## config.mk

```make
export PLATFORM = sky130hd
export DESIGN_NAME = tvbe_half_round
export DESIGN_NICKNAME = d
export VERILOG_FILES = /design/src/assert_macros.svh /design/src/tvbe_pkg.sv /design/src/tvbe_half_round.sv
export SDC_FILE = /design/constraint.sdc
export NUM_CORES = 1
export LEC_CHECK = 0
export BUFFER_PORTS_ARGS = -buffer_cell sky130_fd_sc_hd__buf_2
export CAP_MARGIN = 40
export CORE_MARGIN = 2
export CORE_UTILIZATION = 54
export CTS_BUF_LIST = sky130_fd_sc_hd__clkbuf_8
export DETAILED_ROUTE_END_ITERATION = 16
export GPL_TIMING_DRIVEN = 0
export HOLD_SLACK_MARGIN = 0.15
export PLACE_DENSITY_LB_ADDON = 0.2
export RECOVER_POWER = 25
export SKIP_LAST_GASP = 1
export SLEW_MARGIN = 20
export SYNTH_ARGS = -nofsm -noshare
export SYNTH_HDL_FRONTEND = slang
export SYNTH_SLANG_ARGS = --single-unit
export TNS_END_PERCENT = 10
```

## constraint.sdc

```tcl
create_clock -name clk -period 0.85 [get_ports clk]
set_clock_uncertainty 0.1 [all_clocks]
set_input_delay 0.17 -clock clk [delete_from_list [all_inputs] [get_ports clk]]
set_output_delay 0.17 -clock clk [all_outputs]
set_load 0.02 [all_outputs]
```

## src/assert_macros.svh

```systemverilog
// Assertion macros shared by the RTL, compiled away for synthesis.
`ifndef ASSERT_MACROS_SVH
`define ASSERT_MACROS_SVH

`ifndef SYNTHESIS

`define ASSERT_IMPLIES(label, clk, rst_n, ante, cons) \
    label: assert property (@(posedge clk) disable iff (!rst_n) (ante) |-> (cons)) \
        else $error("assertion failed");

`define ASSERT_NEXT(label, clk, rst_n, ante, cons) \
    label: assert property (@(posedge clk) disable iff (!rst_n) (ante) |=> (cons)) \
        else $error("assertion failed");

`else

`define ASSERT_IMPLIES(label, clk, rst_n, ante, cons)

`define ASSERT_NEXT(label, clk, rst_n, ante, cons)

`endif

`endif

```

## src/tvbe_pkg.sv

```systemverilog
// Types, constants and functions for the TEA-style block encryption pipeline.
package tvbe_pkg;

    localparam int WordWidth = 32;
    localparam logic [WordWidth-1:0] MixDelta = 32'h9E3779B9;

    typedef logic [WordWidth-1:0] word_t;

    typedef struct packed {
        logic  valid;
        word_t upd;
        word_t src;
    } tvbe_stage_t;

    function automatic word_t round_sum(input logic [6:0] round_idx);
        word_t count;
        count = word_t'(round_idx) + word_t'(1);
        return MixDelta * count;
    endfunction

endpackage

```

## src/tvbe_half_round.sv

```systemverilog
// One registered half-round: mixes the source word into the updated word and swaps them.
module tvbe_half_round
    import tvbe_pkg::*;
(
    input  logic        clk,
    input  logic        rst_n,
    input  word_t       sum,
    input  word_t       key_a,
    input  word_t       key_b,
    input  tvbe_stage_t stage_in,
    output tvbe_stage_t stage_out
);

    logic  valid_reg;
    word_t upd_reg;
    word_t src_reg;
    word_t mix;
    word_t upd_next;

    assign mix = ((stage_in.src << 4) + key_a)
               ^ (stage_in.src + sum)
               ^ ((stage_in.src >> 5) + key_b);
    assign upd_next = stage_in.upd + mix;

    always_ff @(posedge clk or negedge rst_n)
    begin
        if (!rst_n)
        begin
            valid_reg <= 1'b0;
        end
        else
        begin
            valid_reg <= stage_in.valid;
        end
    end

    // The updated word becomes the source of the next half-round.
    always_ff @(posedge clk)
    begin
        upd_reg <= stage_in.src;
        src_reg <= upd_next;
    end

    assign stage_out.valid = valid_reg;
    assign stage_out.upd   = upd_reg;
    assign stage_out.src   = src_reg;

endmodule

```

# Word level (Yosys, flattened, before mapping)
# Cells that the tools add are included.
# W data, S select, Z words.
op_classes:
  add_sub_neg: 4
  multipliers: 0
  n_div: 0
  magnitude_cmp: 0
  eq_ne: 0
  shift: 0
  n_mux: 0
  bitwise_logic: 2
  reduce_logical: 0
ops:
  columns: ["cell", "n"]
  rows:
  - ["$add A32 B32 Y32", 3]
  - ["$xor A32 B32 Y32", 2]
  - ["$add A27 B32 Y32", 1]
totals:
  register_bits: 65
  latchBits: 0
  mem_bits_rw: 0
  romBits: 0
  inputBits: 163
  output_inout_bits: 65
  word_cells: 9
  n_memories: 0

# Logic depth before layout (Yosys ltp)
depth:
  depth_word: 4
  mapped_depth: 25
  depth_no_buf: 24

# Worst setup path before layout
# No wires, ideal clock.
synth_timing:
  path_kind: "in2reg"
  from: "input sum[0]"
  to: "register src_reg[31]"
  setup_time_ps: 118
  t_arrival_ps: 4638
  required_ps: 632
  slack_ps: -4006
  cell_stages: 23
  n_path_buf: 1
  path_cell_list: "ha_1 -> fa_1 -> a21oi_2 -> o21bai_1 -> and2_4 -> o22a_4 -> a221o_2 -> a41o_1 -> a31oi_1 -> xnor2_1 -> xnor2_1 -> xnor2_1 -> ha_1 -> clkbuf_1 -> nand4_1 -> inv_1 -> and3_1 -> a221oi_1 -> o21ai_0 -> o22ai_1 -> xnor2_1 -> xnor3_1 -> xor2_1"
synth_between:
  elab_chain_cells: 4
synth_lines:
  columns: ["element", "line_no", "source"]
  rows:
  - ["start, declared", "tvbe_half_round.sv:7", "input word_t sum,"]
  - ["$add A32 B32 Y32", "tvbe_half_round.sv:21", "^ (stage_in.src + sum)"]
  - ["$xor A32 B32 Y32", "tvbe_half_round.sv:21", null]
  - ["$xor A32 B32 Y32", "tvbe_half_round.sv:22", "^ ((stage_in.src >> 5) + key_b);"]
  - ["$add A32 B32 Y32", "tvbe_half_round.sv:23", "assign upd_next = stage_in.upd + mix;"]
  - ["via upd_next[31]", "tvbe_half_round.sv:18", "word_t upd_next;"]
  - ["end signal, assigned", "tvbe_half_round.sv:41", "src_reg <= upd_next;"]
  - ["end, declared", "tvbe_half_round.sv:16", "word_t src_reg;"]
# The timed path passes the listed nets, and every way through them passes these cells.

# Final worst setup path
layout_timing:
  from: "input stage_in[0] in the netlist's numbering"
  to: "register src_reg[31]"
layout_between:
  elab_chain_cells: 4
  elab_cells_between_ends: 5
  classes_between: "add/sub (3); bitwise (2)"
layout_lines:
  columns: ["element", "line_no", "source"]
  rows:
  - ["start, declared", "tvbe_half_round.sv:10", "input tvbe_stage_t stage_in,"]
  - ["$add A32 B32 Y32 (on tied branches)", "tvbe_half_round.sv:21, tvbe_half_round.sv:20", null]
  - ["$xor A32 B32 Y32 *", "tvbe_half_round.sv:21", null]
  - ["$xor A32 B32 Y32 *", "tvbe_half_round.sv:22", null]
  - ["$add A32 B32 Y32 *", "tvbe_half_round.sv:23", null]
  - ["via upd_next[31]", "tvbe_half_round.sv:18", null]
# Mark *: on every way through the listed nets, which the timed path passes. The rest lies on a longest branch.

==> impl_metrics.tcl <==
set metrics [dict create \
    grt_most_used_layer "met2" \
    synth_flop_cell "dfxtp_1" \
    cts-buffers-inserted 9 \
    h-tree-depth 3 \
    routed_wl_um 24900 \
    rows 43 \
    vias 8005 \
    syn_inst 874 \
    start_util_pct 54.6 \
    postRouteAntennaNets 0 \
    slowest_stage "a2111o_1" \
    fin_util_pct 75.2 \
    setup_ws_ns -3.66 \
    fin_setup_tns_ns -105.03 \
    dr.pass1.iters 7 \
    cp-end-kind "flip-flop" \
    leakage_nw 5.05 \
    synth_warnings 0 \
    crit_type "primary input to flip-flop" \
    crit_top_cell "xnor2_2" \
    hold-worst-slack_ns -0.0790 \
    die_y_um 122 \
    synth.largest_area_cell "ha_1" \
    grt_pass1_wl_um 37300 \
    ios 228 \
    ys_types 68 \
    wl_per_cell_um 18.1 \
    synth.avg_cell_area_um2 8.57 \
    crit_chain "buf_8 > ha_4 > fa_2 > a21oi_2 > o21bai_2 > and2_4 > o22a_4 > a2111o_1 > a311o_2 > a221oi_2 > xnor2_2 > xnor2_2 > xnor2_2 > ha_1 > nand2_1 > nand2_1 > a21o_1 > o211a_1 > o22ai_2 > xnor2_2 > xnor3_1 > xor2_1" \
    holdBufCountCts 35 \
    synthArstFlopShare_pct 1.54 \
    first_iter_violations 849 \
    track_usage_pct 32.3 \
    antenna_found_initial 0 \
    drive_gt1_share_pct 31.5 \
    gr-usage-met3_pct 6.09 \
    drc 0 \
    grt_start_max_net_pins 13 \
    via_per_inst 5.82 \
    area_growth_pct 37.6 \
    yosys_register_bits 65 \
    finalCritPeriodShare_pct 531 \
    cp.arrival_ns 4.67 \
    drv_cap 0 \
    rsz0062_at_grt "yes" \
    min_path_type "primary input to flip-flop" \
    final_cell_mix "buf_2 (216), xnor2_1 (120), ha_1 (107)" \
    dpl_worst_slack_ns -4.37 \
    gp_congestion 0.948 \
    slew_headroom_pct 65.9 \
    status "finished with violations" \
    dp_hpwl_um 18400 \
    grt_overflow 0 \
    synth_top_area_share_pct 20.2 \
    cts_root_buf "clkbuf_8" \
    cts.clk_slew.worst_paths_ns 0.08 \
    worstPathRequired_ns 1.01 \
    layout.nets 1479 \
    final_common_cell "buf_2" \
    fmaxAchievable_ghz 0.222 \
    dp_cells 1281 \
    grt_pass1_vias 7489 \
    slew_viol_final 0 \
    holdPathStages 2 \
    tightest_slew_ns 0.499 \
    die_w_um 122 \
    power.density_mw_per_mm2 2670 \
    cp_max_fo 4 \
    coreArea_mm2 0.0137 \
    dieArea_mm2 0.0148 \
    clock_path_buffers 2 \
    seq_area_frac_synth_pct 17.4 \
    final_cells 1376 \
    port_buffers 227 \
    fin_crit_ns 4.51 \
    timing_hold_violations_final 2 \
    cts_tree "built" \
    violations "negative hold slack, negative setup slack" \
    setup_viol 97 \
    cts.sinks 65 \
    use_met2_pct 52.2 \
    slowest_delay_ns 0.41 \
    ir_worst_vdd_mv 1.27 \
    grt_use_met1_pct 43.9 \
    synth_area_leaders "ha_1 (20%), dfxtp_1 (17%), xnor2_1 (16%), a21o_1 (6.5%), a21oi_1 (5.4%)" \
    worstSetupStartpointType "primary input" \
    synth_edf_count 0 \
    antenna_cells 0 \
    syn-num-nets 1162 \
    syn-cell-area_mm2 0.00749 \
]
## path summary, 6_finish.rpt
path / from / end
max: stage_in[0] / src_reg[31]
min: stage_in[32] / src_reg[0]
max in group asynchronous: rst_n / valid_reg
min in group asynchronous: rst_n / valid_reg
## cell type report
cell class	instances	area, µm²
Multi-Input combinational cell	773	6560
Fill cell	1073	3410
Timing Repair Buffer	308	1860
Sequential cell	65	1310
Tap cell	180	225
Clock buffer	10	138
Inverter	28	105
Clock inverter	6	90.1
Buffer	6	33.8
## per-stage QoR
step / total power [mW] / area (µm²)
2_1_floorplan: 17.3 / 7610
3_3_place_gp: 20.9 / 8980
3_5_place_dp: 21.1 / 8980
4_1_cts: 26.0 / 10100
5_1_grt: 29.3 / 10300
6_report: 27.5 / 10300
## cells in the mapped netlist, drive strengths merged (3+ instances only)
cell type / n
a21oi: 82
ha: 121
nor2b: 11
xnor2: 135
o211ai: 7
o21a: 18
o31ai: 4
nor2: 38
o21ai: 46
and2: 5
and4: 3
a21o: 66
dfxtp: 64
a41oi: 3
a31oi: 10
clkbuf: 6
nand2: 43
fa: 4
a31o: 3
and3: 21
a211o: 4
xnor3: 3
nand4: 10
a211oi: 10
nand3: 18
a221o: 4
o21bai: 12
a21boi: 3
inv: 28
nor3: 9
xor2: 34
a221oi: 4
nand2b: 6
## power breakdown
part | switching, mW | internal, mW
clock | 1.37 | 1.74
combinational | 10.8 | 9.32
sequential | 0.177 | 4.06
## metal layers
layer  wire (µm)  part of all wire (%)  vias up
met4         604                   2.4        0
met1       11000                    44     3695
met5           0                     0        -
met3        2010                   8.1       53
li1            -                     -     3871
met2       11300                    45      386
## logic make-up after synthesis
| group | after synthesis | share of synthesized area (%) |
|---|---|---|
| compound gates | 300 | 26.8 |
| simple gates | 174 | 11.7 |
| xor+xnor | 172 | 20.7 |
| fa+ha+maj | 125 | 21.3 |
| flops | 65 | 17.4 |
| buf+inv | 36 | 1.87 |
| mux | 2 | 0.267 |
## critical path: cells and delay by family
kind | cells | cell delay, ns
AO/OA/AOI/OAI | 9 | 2.20
XOR/XNOR | 6 | 1.02
adder cells (fa/ha/maj) | 3 | 0.90
buffers and inverters | 1 | 0.10
AND/OR/NAND/NOR | 3 | 0.28
## repair_timing
item                                    4_1_cts  5_1_grt
buffers inserted                             36       10
endpoints found under the hold margin        52       13
resized for setup                            56       32
pin swaps                                    54       13
endpoints found under the setup margin       97       98
Power figures use the tool's default switching activity.
